**src/rtl/gtpm_pkg.sv**
```systemverilog
// Shared types and constants for the gyro-to-pointer motion block.
// Used by the top level, the shared multiply-accumulate unit and the port checker.
`default_nettype none

package gtpm_pkg;

    // Fixed formats of the rate, residue and step words
    localparam int FRAC_BITS  = 8;    // fractional bits of the sub-pixel residue
    localparam int STEP_LIMIT = 127;  // largest step magnitude per beat
    localparam int RATE_W     = 20;
    localparam int RES_W      = 24;
    localparam int STEP_W     = 8;

    // Register formats
    localparam int WEIGHT_W   = 9;
    localparam int DZ_W       = 16;
    localparam int GAIN_W     = 12;
    localparam int WEIGHT_ONE = 256;  // weight and gain are Q.8
    localparam int ROUND_BITS = 8;

    // Configuration channel
    localparam int CFG_IDX_W  = 2;
    localparam int CFG_DATA_W = 16;

    // Shared multiplier: rate operand times weight/gain operand
    localparam int MUL_B_W    = 13;
    localparam int ACC_W      = RATE_W + MUL_B_W;

    // Stream widths
    localparam int S_TDATA_W  = 2 * RATE_W;
    localparam int M_TDATA_W  = 2 * STEP_W;

    typedef enum logic [CFG_IDX_W-1:0] {
        CFG_WEIGHT   = 2'd0,
        CFG_DEADZONE = 2'd1,
        CFG_GAIN     = 2'd2
    } cfg_index_t;

    typedef enum logic [3:0] {
        ST_IDLE,
        ST_P_NEW,
        ST_P_OLD,
        ST_Y_NEW,
        ST_Y_OLD,
        ST_Y_WRITE,
        ST_GAIN_X,
        ST_GAIN_Y,
        ST_RES_Y,
        ST_STEP
    } seq_state_t;

    // Control of the multiply-accumulate unit
    typedef struct packed {
        logic en;    // update the accumulator this cycle
        logic load;  // 1: acc = product, 0: acc += product
    } mac_ctrl_t;

endpackage

`default_nettype wire

```
**src/rtl/gtpm_mac.sv**
```systemverilog
// Shared signed multiply-accumulate unit for the EMA and gain products.
// Depends on gtpm_pkg for widths and the control struct.
`default_nettype none

module gtpm_mac (
    input  wire logic                                aclk,
    input  wire gtpm_pkg::mac_ctrl_t                 ctrl,
    input  wire logic signed [gtpm_pkg::RATE_W-1:0]  op_a,
    input  wire logic signed [gtpm_pkg::MUL_B_W-1:0] op_b,
    output logic signed [gtpm_pkg::ACC_W-1:0]        acc
);
    import gtpm_pkg::*;

    logic signed [ACC_W-1:0] prod;
    logic signed [ACC_W-1:0] acc_reg;
    logic signed [ACC_W-1:0] acc_next;

    // One product per cycle while ctrl.en is set, either loaded or added
    assign prod     = ACC_W'(op_a) * ACC_W'(op_b);
    assign acc_next = ctrl.load ? prod : acc_reg + prod;

    always_ff @(posedge aclk) begin
        if (ctrl.en) begin
            acc_reg <= acc_next;
        end
    end

    assign acc = acc_reg;

endmodule

`default_nettype wire

```
**src/rtl/gyro_to_pointer_motion_unit.sv**
```systemverilog
// Gyro rate to pointer step block: EMA per axis, deadzone, gain, sub-pixel residue.
// m_tvalid rises as ST_STEP completes for a taken input beat, if the step is nonzero.
// A new sample is taken only in the idle state, after all nine sequencer states, six of
// them products through the one shared multiplier; a result still waiting holds the step.
// Reset (aresetn low, synchronous) restores the register defaults and clears filters and
// residues; no clearing pass is needed.
// Depends on gtpm_pkg and gtpm_mac.
`default_nettype none

module gyro_to_pointer_motion_unit (
    input  wire logic                                  aclk,
    input  wire logic                                  aresetn,
    // input stream
    input  wire logic                                  s_tvalid,
    output logic                                       s_tready,
    input  wire logic [gtpm_pkg::S_TDATA_W-1:0]        s_tdata,  // [19:0] pitch_rate, [39:20] yaw_rate
    input  wire logic                                  s_tuser,  // [0] restart
    // result stream
    output logic                                       m_tvalid,
    input  wire logic                                  m_tready,
    output logic [gtpm_pkg::M_TDATA_W-1:0]             m_tdata,  // [7:0] move_x, [15:8] move_y
    // configuration writes
    input  wire logic                                  cfg_valid,
    output logic                                       cfg_ready,
    input  wire logic [gtpm_pkg::CFG_IDX_W-1:0]        cfg_index,
    input  wire logic [gtpm_pkg::CFG_DATA_W-1:0]       cfg_data
);
    import gtpm_pkg::*;

    localparam logic signed [ACC_W-1:0] RATE_HI  = ACC_W'(2**(RATE_W-1) - 1);
    localparam logic signed [ACC_W-1:0] RATE_LO  = ACC_W'(-(2**(RATE_W-1)));
    localparam logic signed [ACC_W-1:0] RES_HI   = ACC_W'(2**(RES_W-1) - 1);
    localparam logic signed [ACC_W-1:0] RES_LO   = ACC_W'(-(2**(RES_W-1)));
    localparam int                      ROUND_HALF = 2**(ROUND_BITS-1);
    localparam int                      FRAC_MASK  = 2**FRAC_BITS - 1;

    // round to nearest, halves up, dropping the Q.8 scale
    function automatic logic signed [ACC_W-1:0] round_q8(input logic signed [ACC_W-1:0] v);
        return (v + ACC_W'(ROUND_HALF)) >>> ROUND_BITS;
    endfunction

    function automatic logic signed [RATE_W-1:0] sat_rate(input logic signed [ACC_W-1:0] v);
        if (v > RATE_HI) return RATE_W'(RATE_HI);
        if (v < RATE_LO) return RATE_W'(RATE_LO);
        return RATE_W'(v);
    endfunction

    function automatic logic signed [RES_W-1:0] sat_res(input logic signed [ACC_W-1:0] v);
        if (v > RES_HI) return RES_W'(RES_HI);
        if (v < RES_LO) return RES_W'(RES_LO);
        return RES_W'(v);
    endfunction

    // whole pixels, truncated toward zero, clamped
    function automatic logic signed [STEP_W-1:0] step_of(input logic signed [RES_W-1:0] r);
        logic signed [RES_W:0] bias;
        logic signed [RES_W:0] q;
        bias = r[RES_W-1] ? (RES_W+1)'(FRAC_MASK) : (RES_W+1)'(0);
        q    = ((RES_W+1)'(r) + bias) >>> FRAC_BITS;
        if (q > (RES_W+1)'(STEP_LIMIT))  return STEP_W'(STEP_LIMIT);
        if (q < (RES_W+1)'(-STEP_LIMIT)) return STEP_W'(-STEP_LIMIT);
        return STEP_W'(q);
    endfunction

    seq_state_t state_reg, state_next;

    logic [WEIGHT_W-1:0]       weight_reg;
    logic [DZ_W-1:0]           dz_reg;
    logic signed [GAIN_W-1:0]  gain_reg;

    logic signed [RATE_W-1:0]  pitch_in_reg, yaw_in_reg;
    logic signed [RATE_W-1:0]  sp_reg, sy_reg;
    logic signed [RES_W-1:0]   rx_reg, ry_reg;
    logic signed [STEP_W-1:0]  mx_reg, my_reg;
    logic                      out_valid_reg;

    mac_ctrl_t                 mac_ctrl;
    logic signed [RATE_W-1:0]  op_a;
    logic signed [MUL_B_W-1:0] op_b;
    logic signed [ACC_W-1:0]   acc;
    logic                      gate_b;
    logic                      wr_sp, wr_sy, wr_rx, wr_ry, do_step;

    logic [WEIGHT_W-1:0]       w_eff;
    logic signed [MUL_B_W-1:0] w_new, w_old, gain_b;
    logic signed [RATE_W:0]    a_ext;
    logic [RATE_W:0]           a_mag;
    logic                      dz_pass;
    logic signed [RATE_W-1:0]  ema_val;
    logic signed [RES_W-1:0]   rx_sum, ry_sum;
    logic signed [STEP_W-1:0]  mx, my;
    logic                      step_nz, can_load, s_accept;

    // Operand preparation
    assign w_eff  = (weight_reg > WEIGHT_W'(WEIGHT_ONE)) ? WEIGHT_W'(WEIGHT_ONE) : weight_reg;
    assign w_new  = MUL_B_W'(w_eff);
    assign w_old  = MUL_B_W'(WEIGHT_ONE) - w_new;
    assign gain_b = MUL_B_W'(gain_reg);

    // Deadzone compare on the multiplier's rate operand, shared by both axes
    assign a_ext   = (RATE_W+1)'(op_a);
    assign a_mag   = op_a[RATE_W-1] ? (RATE_W+1)'(-a_ext) : (RATE_W+1)'(a_ext);
    assign dz_pass = a_mag > (RATE_W+1)'(dz_reg);

    // Results taken from the accumulator
    assign ema_val = sat_rate(round_q8(acc));
    assign rx_sum  = sat_res(ACC_W'(rx_reg) + round_q8(acc));
    assign ry_sum  = sat_res(ACC_W'(ry_reg) + round_q8(acc));

    assign mx       = step_of(rx_reg);
    assign my       = step_of(ry_reg);
    assign step_nz  = (mx != '0) || (my != '0);
    assign can_load = !out_valid_reg || m_tready;

    assign s_tready  = (state_reg == ST_IDLE);
    assign s_accept  = s_tvalid && s_tready;
    assign cfg_ready = 1'b1;

    gtpm_mac u_mac (
        .aclk (aclk),
        .ctrl (mac_ctrl),
        .op_a (op_a),
        .op_b (op_b),
        .acc  (acc)
    );

    // Sequencer: next state
    always_comb begin
        state_next = state_reg;
        unique case (state_reg)
            ST_IDLE:    if (s_accept) state_next = ST_P_NEW;
            ST_P_NEW:   state_next = ST_P_OLD;
            ST_P_OLD:   state_next = ST_Y_NEW;
            ST_Y_NEW:   state_next = ST_Y_OLD;
            ST_Y_OLD:   state_next = ST_Y_WRITE;
            ST_Y_WRITE: state_next = ST_GAIN_X;
            ST_GAIN_X:  state_next = ST_GAIN_Y;
            ST_GAIN_Y:  state_next = ST_RES_Y;
            ST_RES_Y:   state_next = ST_STEP;
            ST_STEP:    if (can_load) state_next = ST_IDLE;
            default:    state_next = ST_IDLE;
        endcase
    end

    // Sequencer: operand selection and write strobes
    always_comb begin
        mac_ctrl = '{en: 1'b0, load: 1'b0};
        op_a     = sp_reg;
        gate_b   = 1'b0;
        op_b     = w_new;
        wr_sp    = 1'b0;
        wr_sy    = 1'b0;
        wr_rx    = 1'b0;
        wr_ry    = 1'b0;
        do_step  = 1'b0;
        unique case (state_reg)
            ST_IDLE: begin
            end
            ST_P_NEW: begin
                mac_ctrl = '{en: 1'b1, load: 1'b1};
                op_a     = pitch_in_reg;
                op_b     = w_new;
            end
            ST_P_OLD: begin
                mac_ctrl = '{en: 1'b1, load: 1'b0};
                op_a     = sp_reg;
                op_b     = w_old;
            end
            ST_Y_NEW: begin
                wr_sp    = 1'b1;
                mac_ctrl = '{en: 1'b1, load: 1'b1};
                op_a     = yaw_in_reg;
                op_b     = w_new;
            end
            ST_Y_OLD: begin
                mac_ctrl = '{en: 1'b1, load: 1'b0};
                op_a     = sy_reg;
                op_b     = w_old;
            end
            ST_Y_WRITE: begin
                wr_sy = 1'b1;
            end
            ST_GAIN_X: begin
                mac_ctrl = '{en: 1'b1, load: 1'b1};
                op_a     = sy_reg;
                gate_b   = 1'b1;
            end
            ST_GAIN_Y: begin
                wr_rx    = 1'b1;
                mac_ctrl = '{en: 1'b1, load: 1'b1};
                op_a     = sp_reg;
                gate_b   = 1'b1;
            end
            ST_RES_Y: begin
                wr_ry = 1'b1;
            end
            ST_STEP: begin
                do_step = can_load;
            end
            default: begin
            end
        endcase
        // inside the deadzone the increment is forced to zero
        if (gate_b) begin
            op_b = dz_pass ? gain_b : '0;
        end
    end

    // Control state and configuration
    always_ff @(posedge aclk) begin
        if (!aresetn) begin
            state_reg     <= ST_IDLE;
            out_valid_reg <= 1'b0;
            weight_reg    <= WEIGHT_W'(77);
            dz_reg        <= DZ_W'(51);
            gain_reg      <= GAIN_W'(-256);
        end else begin
            state_reg <= state_next;
            if (do_step && step_nz) begin
                out_valid_reg <= 1'b1;
            end else if (m_tready) begin
                out_valid_reg <= 1'b0;
            end
            if (cfg_valid && cfg_ready) begin
                unique case (cfg_index)
                    CFG_WEIGHT:   weight_reg <= cfg_data[WEIGHT_W-1:0];
                    CFG_DEADZONE: dz_reg     <= cfg_data[DZ_W-1:0];
                    CFG_GAIN:     gain_reg   <= cfg_data[GAIN_W-1:0];
                    default: begin
                    end
                endcase
            end
        end
    end

    // Filter and residue state
    always_ff @(posedge aclk) begin
        if (!aresetn) begin
            sp_reg <= '0;
            sy_reg <= '0;
            rx_reg <= '0;
            ry_reg <= '0;
        end else if (s_accept && s_tuser) begin
            sp_reg <= '0;
            sy_reg <= '0;
            rx_reg <= '0;
            ry_reg <= '0;
        end else begin
            if (wr_sp) sp_reg <= ema_val;
            if (wr_sy) sy_reg <= ema_val;
            if (wr_rx) rx_reg <= rx_sum;
            if (wr_ry) ry_reg <= ry_sum;
            // keep only the fraction and any clamped excess
            if (do_step && step_nz) begin
                rx_reg <= rx_reg - (RES_W'(mx) <<< FRAC_BITS);
                ry_reg <= ry_reg - (RES_W'(my) <<< FRAC_BITS);
            end
        end
    end

    // Input capture and output register
    always_ff @(posedge aclk) begin
        if (s_accept) begin
            pitch_in_reg <= s_tdata[RATE_W-1:0];
            yaw_in_reg   <= s_tdata[2*RATE_W-1:RATE_W];
        end
        if (do_step && step_nz) begin
            mx_reg <= mx;
            my_reg <= my;
        end
    end

    assign m_tvalid = out_valid_reg;
    assign m_tdata  = {my_reg, mx_reg};

endmodule

`default_nettype wire

```
**config.mk**
```make
export PLATFORM = sky130hd
export DESIGN_NAME = gyro_to_pointer_motion_unit
export DESIGN_NICKNAME = d
export VERILOG_FILES = /design/src/rtl/gtpm_pkg.sv /design/src/rtl/gtpm_mac.sv /design/src/rtl/gyro_to_pointer_motion_unit.sv
export SDC_FILE = /design/constraint.sdc
export NUM_CORES = 2
export LEC_CHECK = 0
export BUFFER_PORTS_ARGS = -buffer_cell sky130_fd_sc_hd__clkbuf_2
export CAP_MARGIN = 20
export CORE_MARGIN = 2
export CORE_UTILIZATION = 60
export DETAILED_ROUTE_END_ITERATION = 8
export GPL_TIMING_DRIVEN = 0
export HOLD_SLACK_MARGIN = 0.02
export PLACE_DENSITY = 0.77
export SETUP_SLACK_MARGIN = 0.5
export SLEW_MARGIN = 5
export SYNTH_ARGS = -nofsm -noshare
export SYNTH_HDL_FRONTEND = slang
export SYNTH_HIERARCHICAL = 1
export SYNTH_SLANG_ARGS = --single-unit
export TNS_END_PERCENT = 5
```
**constraint.sdc**
```tcl
create_clock -name aclk -period 18.38 [get_ports aclk]
set_input_delay 0.919 -clock aclk [delete_from_list [all_inputs] [get_ports aclk]]
set_output_delay 0.919 -clock aclk [all_outputs]
set_load 0.05 [all_outputs]
```
## Word-level counts from Yosys, hierarchy flattened

Index checks and enable logic that the tools add are counted.

| word-level totals | value |
|---|---|
| register bits after elaboration | 219 |
| input bits | 64 |
| output and inout port bits | 19 |
| logic and storage cells | 133 |

| cells by class | value |
|---|---|
| add/sub/neg operators | 10 |
| multipliers | 1 |
| $lt $le $gt $ge | 12 |
| eq/ne operators | 13 |
| mux-type cells | 60 |
| bitwise operators | 1 |
| reduce and logical (&&, ||, !) cells | 22 |

Operators by type and width:

| operator | count |
|---|---|
| $mux 24 | 12 |
| $mux 20 | 4 |
| $mux 8 | 10 |
| $pmux 20 s3 | 1 |
| $add 24x25->26 | 2 |
| $gt 26x24->1 const B | 2 |
| $lt 26x24->1 const B | 2 |
| $add 24x9->25 | 2 |
| $sub 24x16->24 | 2 |
| $pmux 4 s10 | 1 |
| $mux 13 | 3 |
| $gt 17x8->1 const B | 2 |
| $lt 17x8->1 const B | 2 |
| $add 33x33->33 | 1 |
| $add 33x9->33 const B | 1 |
| $mul 20x13->33 | 1 |
| $mux 33 | 1 |
| $gt 25x20->1 const B | 1 |
| $lt 25x20->1 const B | 1 |
| $mux 1 | 23 |
| $gt 21x16->1 | 1 |
| $mux 21 | 1 |
| $neg 20->21 | 1 |
| $eq 4x3->1 const B | 4 |
| other kinds (23) | 38 |

## Depth between registers and ports, before layout

| logic depth | value |
|---|---|
| depth in word-level cells | 11 |
| mapped depth | 54 |
| gate-level depth less buffers | 51 |

## Modules after synthesis

The synthesis kept the hierarchy.

Modules (own cells, without submodules):

| module | instances | cells an instance | area an instance (µm²) | sequential area each (µm²) |
|---|---|---|---|---|
| gyro_to_pointer_motion_unit | 1 | 1701 | 13955.9 | 4284.1 |
| gtpm_mac | 1 | 1290 | 11987.7 | 991.0 |

## Worst setup path after synthesis

OpenSTA, ideal clock, no wires.

| path | value |
|---|---|
| kind | register -> register |
| start point | register state_reg[3] |
| end point | register u_mac.acc_reg[32], in the netlist u_mac/acc[32] (data pin) |
| library setup time | 264 ps |
| data arrival time | 11309 ps |
| required time | 18116 ps |
| setup slack | 6808 ps |
| cell stages (with the launch flop) | 51 |
| buffers on the path | 6 |
| clock period less this slack | 11572 ps |
| path through | dfxtp_1 > buf_2 > clkbuf_1 > clkbuf_1 > nor2_1 > a221oi_1 > ha_1 > nand4b_1 > nor4_2 > nor2_1 > xnor2_1 > ha_1 > a21o_1 > a21o_1 > a21o_1 > a21o_1 > a211oi_1 > o21ai_0 > (+15 left out) > ha_1 > ha_1 > nand4_1 > nor2b_1 > o21a_1 > o21a_1 > a211oi_2 > a21oi_1 > xor2_1 > ha_1 > clkbuf_1 > o2111ai_1 > a311oi_1 > or4_1 > o2111ai_1 > a31oi_1 > nand3_1 > xor2_1 |

| on the way | value |
|---|---|
| longest elaborated chain between the ends | 11 |
| elaborated cells on any way between the ends | 22 |
| classes of those cells | add/sub: 2; mul: 1; order compare: 1; eq/ne: 6; mux: 8; reduce/logical: 4 |

Ends and longest elaborated chain:

| what | RTL line | RTL |
|---|---|---|
| start: declaration | gyro_to_pointer_motion_unit.sv:65 | `seq_state_t state_reg, state_next;` |
| start signal: assignment | gyro_to_pointer_motion_unit.sv:218 | `state_reg <= state_next;` |
| $eq 4x3->1 | gyro_to_pointer_motion_unit.sv:156 | `unique case (state_reg)` |
| $reduce_or 2->1 (no line) | - |  |
| $pmux 20 s3 | gyro_to_pointer_motion_unit.sv:156 |  |
| $neg 20->21 | gyro_to_pointer_motion_unit.sv:102 | `assign a_mag = op_a[RATE_W-1] ? (RATE_W+1)'(-a_ext) : (RATE_W+1)'(a_ext);` |
| $mux 21 | gyro_to_pointer_motion_unit.sv:102 |  |
| $gt 21x16->1 | gyro_to_pointer_motion_unit.sv:103 | `assign dz_pass = a_mag > (RATE_W+1)'(dz_reg);` |
| $mux 13 | gyro_to_pointer_motion_unit.sv:205 | `op_b = dz_pass ? gain_b : '0;` |
| $mux 13 * | gyro_to_pointer_motion_unit.sv:204 | `if (gate_b) begin` |
| via op_b[1] | gyro_to_pointer_motion_unit.sv:79 | `logic signed [MUL_B_W-1:0] op_b;` |
| $mul 20x13->33 * | gtpm_mac.sv:19 | `assign prod = ACC_W'(op_a) * ACC_W'(op_b);` |
| $add 33x33->33 | gtpm_mac.sv:20 | `assign acc_next = ctrl.load ? prod : acc_reg + prod;` |
| $mux 33 * | gtpm_mac.sv:20 |  |
| via u_mac.acc_next[32] | gtpm_mac.sv:16 | `logic signed [ACC_W-1:0] acc_next;` |
| end signal: assignment | gtpm_mac.sv:24 | `acc_reg <= acc_next;` |
| end: declaration | gtpm_mac.sv:15 | `logic signed [ACC_W-1:0] acc_reg;` |

The timed path passes the listed nets; every way through them passes the cells marked *.
A chain may end at the register's enable or synchronous reset.

## Final worst setup path

Same ends and word-level chain as after synthesis.

==> impl_metrics.csv <==
group,metric,value,unit
global_route,grt_pass1_wl,118000,um
clocking,htree_levels,1,
pwr,irDropWorstVdd,0.191,mV
routing,num_vias,22909,
clocking,root_buffer,"clkbuf_16",
worst_setup_path,cp-start-kind,"flip-flop",
timing,fin_crit,13890,ps
worst_setup_path,worstPathRequired,18700,ps
clocking,cts_tree,"done",
pwr,power_leakage,0.0125,uW
yosys,synth_seq_area_share,20.3,%
die,dieHeight,212,um
routing,ant_nets,0,
global_route,overflow,0,
finish,area_delta_synth_final,8.19,%
finish,final_util,65.5,%
timing,rsz0062_at_grt,"no",
timing,relSlewSlack,17.7,%
timing,drv_slew,0,
yosys,syn_inst,2991,
finish,drive_gt1_share,6.63,%
yosys,ys_ff_latch,219,
clocking,cts_sinks,219,
worst_setup_path,critPathKind,"flip-flop to flip-flop",
routing,drt-wirelength-per-cell,20.0,um
global_route,groute.usage.overall,33.2,%
yosys,async_flop_share,0,%
finish,fill_cells,3506,
clocking,post_cts_buffers,0,
finish,seqCellArea,0.00528,mm2
timing,hold_violations,0,
finish,largest_reg_flops,33,
routing,drt-total-wl,74000,um
worst_setup_path,crit_arrival,14210,ps
global_route,grt_max_degree,39,
worst_setup_path,ff2ff_setup_slack,4490,ps
worst_setup_path,reg2reg_depth,50,
global_route,antenna_found_initial,1,
clocking,cts_resized,0,
yosys,syn-cell-area,0.0259,mm2
job,maxCapViolations,0,
routing,drt_iter0_drc,2176,
pwr,p_per_area,189,mW/mm2
placed_design,port-buffer-count,81,
clocking,clkLatencyLatePin,570,ps
yosys,syn_avg_cell_area,8.67,um2
worst_setup_path,setup.worst_path.end,"u_mac/acc[32]$_DFFE_PP_",
timing,setup_violations,0,
die,io_pins,83,
finish,finalNetCount,3639,
worst_setup_path,critPathMaxStageDelay,920,ps
run_status,outcome,"finished clean",
placed_design,dp_hpwl,59100,um
timing,fin_setup_tns,0,ps
die,dieWidth,212,um
worst_hold_path,hold_path_class,"flip-flop to flip-flop",
timing,fmax,0.0720,GHz
timing,clock_skew,13.8,ps
worst_setup_path,worstReg2RegEnd,"u_mac/acc[32]$_DFFE_PP_",
yosys,yosysWarnings,6,
worst_setup_path,crit_path_end_kind,"flip-flop",
routing,dr.pass1.iters,6,
routing,drc_errors,0,
clocking,cts-hold-fix-buffers,0,
worst_setup_path,critPathMaxFanout,10,
die,rows,76,
yosys,synthDistinctLibCells,104,
timing,worst_slew_pin_slew,1220,ps
die,start_util,60.5,%
global_route,grt_pass1_vias,22418,
timing,post-route-period-util,75.6,%
worst_setup_path,r2r-start,"state_reg[3]$_SDFFE_PN0P_",
placed_design,place.gp.congestion,0.984,
worst_setup_path,startpoint,"state_reg[3]$_SDFFE_PN0P_",
finish,multi_input_area,0.0191,mm2
yosys,ys.flop_type,"dfxtp_1",
worst_setup_path,cpMaxStageDelayCell,"fa_1",
die,fp.dieArea,0.0449,mm2
yosys,synth_edf_count,89,
routing,via_per_inst,6.18,
clocking,cts_max_path_buffers,3,
die,core_region_area,0.0429,mm2
yosys,synth_fp_nets,3529,
clocking,cts_buffers,26,
clocking,clk_pin_slew,60,ps
-- cells in the mapped netlist (23+ instances only) --
cell | count | area (um2)
fa_1 | 244 | 4880
o211ai_1 | 23 | 173
a21oi_1 | 183 | 916
a21o_1 | 55 | 413
inv_1 | 274 | 1030
a211oi_1 | 62 | 465
nand3_1 | 71 | 355
nand2_1 | 363 | 1360
ha_1 | 230 | 2880
dfxtp_1 | 130 | 2600
nor3_1 | 41 | 205
and2_1 | 125 | 782
o21a_1 | 35 | 263
clkbuf_1 | 98 | 368
o21ai_0 | 122 | 611
nor2_1 | 193 | 724
nand2b_1 | 35 | 219
xnor2_1 | 110 | 963
edfxtp_1 | 89 | 2670
nand4_1 | 25 | 156
xor2_1 | 61 | 534
-- layout by cell type (no fill, tap or decap), types with 25 or more instances in the layout --
cell and instances:
nand2_1 363, inv_1 274, fa_1 244, ha_1 230, nor2_1 193, a21oi_1 183
dfxtp_1 130, and2_1 124, o21ai_0 122, xnor2_1 110, clkbuf_1 102, edfxtp_1 89
clkbuf_2 82, nand3_1 71, a211oi_1 62, xor2_1 61, a21o_1 55, nor3_1 41
nand2b_1 35, o21a_1 35, clkbuf_16 26, nand4_1 25
-- critical path: cells and delay by family, from the launching register on --
family | cells | cell delay [ps]
adder cells (fa/ha/maj) | 10 | 4460
XOR/XNOR | 3 | 510
AO/OA/AOI/OAI | 20 | 4670
buffers and inverters | 9 | 2090
flip-flops | 1 | 450
AND/OR/NAND/NOR | 8 | 1430
-- worst min-delay path by stage --
stage                                endpoint  cells past startpoint  slack (ps)                 startpoint
global route        gain_reg[11]$_SDFFE_PN1P_                      2         480  gain_reg[11]$_SDFFE_PN1P_
global placement     gain_reg[9]$_SDFFE_PN1P_                      2         440   gain_reg[9]$_SDFFE_PN1P_
detailed placement  gain_reg[11]$_SDFFE_PN1P_                      2         450  gain_reg[11]$_SDFFE_PN1P_
floorplan           gain_reg[10]$_SDFFE_PN1P_                      2         430  gain_reg[10]$_SDFFE_PN1P_
CTS                   dz_reg[11]$_SDFFE_PN0P_                      2         460    dz_reg[11]$_SDFFE_PN0P_
finish              gain_reg[11]$_SDFFE_PN1P_                      2         460  gain_reg[11]$_SDFFE_PN1P_
-- final cells by class --
cell class / count / area share, %
timing repair buffer: 82 / 1.52
clock inverter: 15 / 0.918
multi-input combinational: 2372 / 68.2
inverter: 278 / 3.72
clock buffer: 33 / 2.52
antenna: 1 / 0.00892
sequential: 219 / 18.8
tap: 585 / 2.61
buffer: 122 / 1.76
-- report_power, final --
part / switching, uW / total (uW) / internal [uW]
clock network: 232 / 591 / 359
logic: 2370 / 3960 / 1590
registers: 85.6 / 762 / 676
-- per-stage QoR --
stage               cells  worst slack (ps)  power (uW)  hold WS, ps  area (um2)
finish               3707              4490        5310          460       28100
global route         3706              3590        5760          479       28100
CTS                  3706              4560        5260          462       28100
detailed placement   3658              4660        4640          447       27100
global placement     3657              4940        4520          444       27100
floorplan            2991              6810        3750          432       25900
-- logic make-up (layout without fill, tap and decap cells) --
| group | Yosys count | in the layout | synth area share, % |
|---|---|---|---|
| muxes | 20 | 20 | 0.815 |
| adders and majority gates | 474 | 474 | 29.9 |
| and+or+nand+nor | 986 | 986 | 18.3 |
| buffers and inverters | 400 | 530 | 5.93 |
| xor gates and xnor gates | 171 | 171 | 5.77 |
| other | 1 | 2 | 0.0145 |
| AOI/OAI and AO/OA | 720 | 720 | 18.9 |
| DFF | 219 | 219 | 20.3 |
-- metal layers --
layer	routed length, um	GRT usage (%)
met5	0	0
met3	6480	6.23
met4	2390	10.6
met1	31700	46.3
met2	33400	52.2
Power figures use the tool's default switching activity.
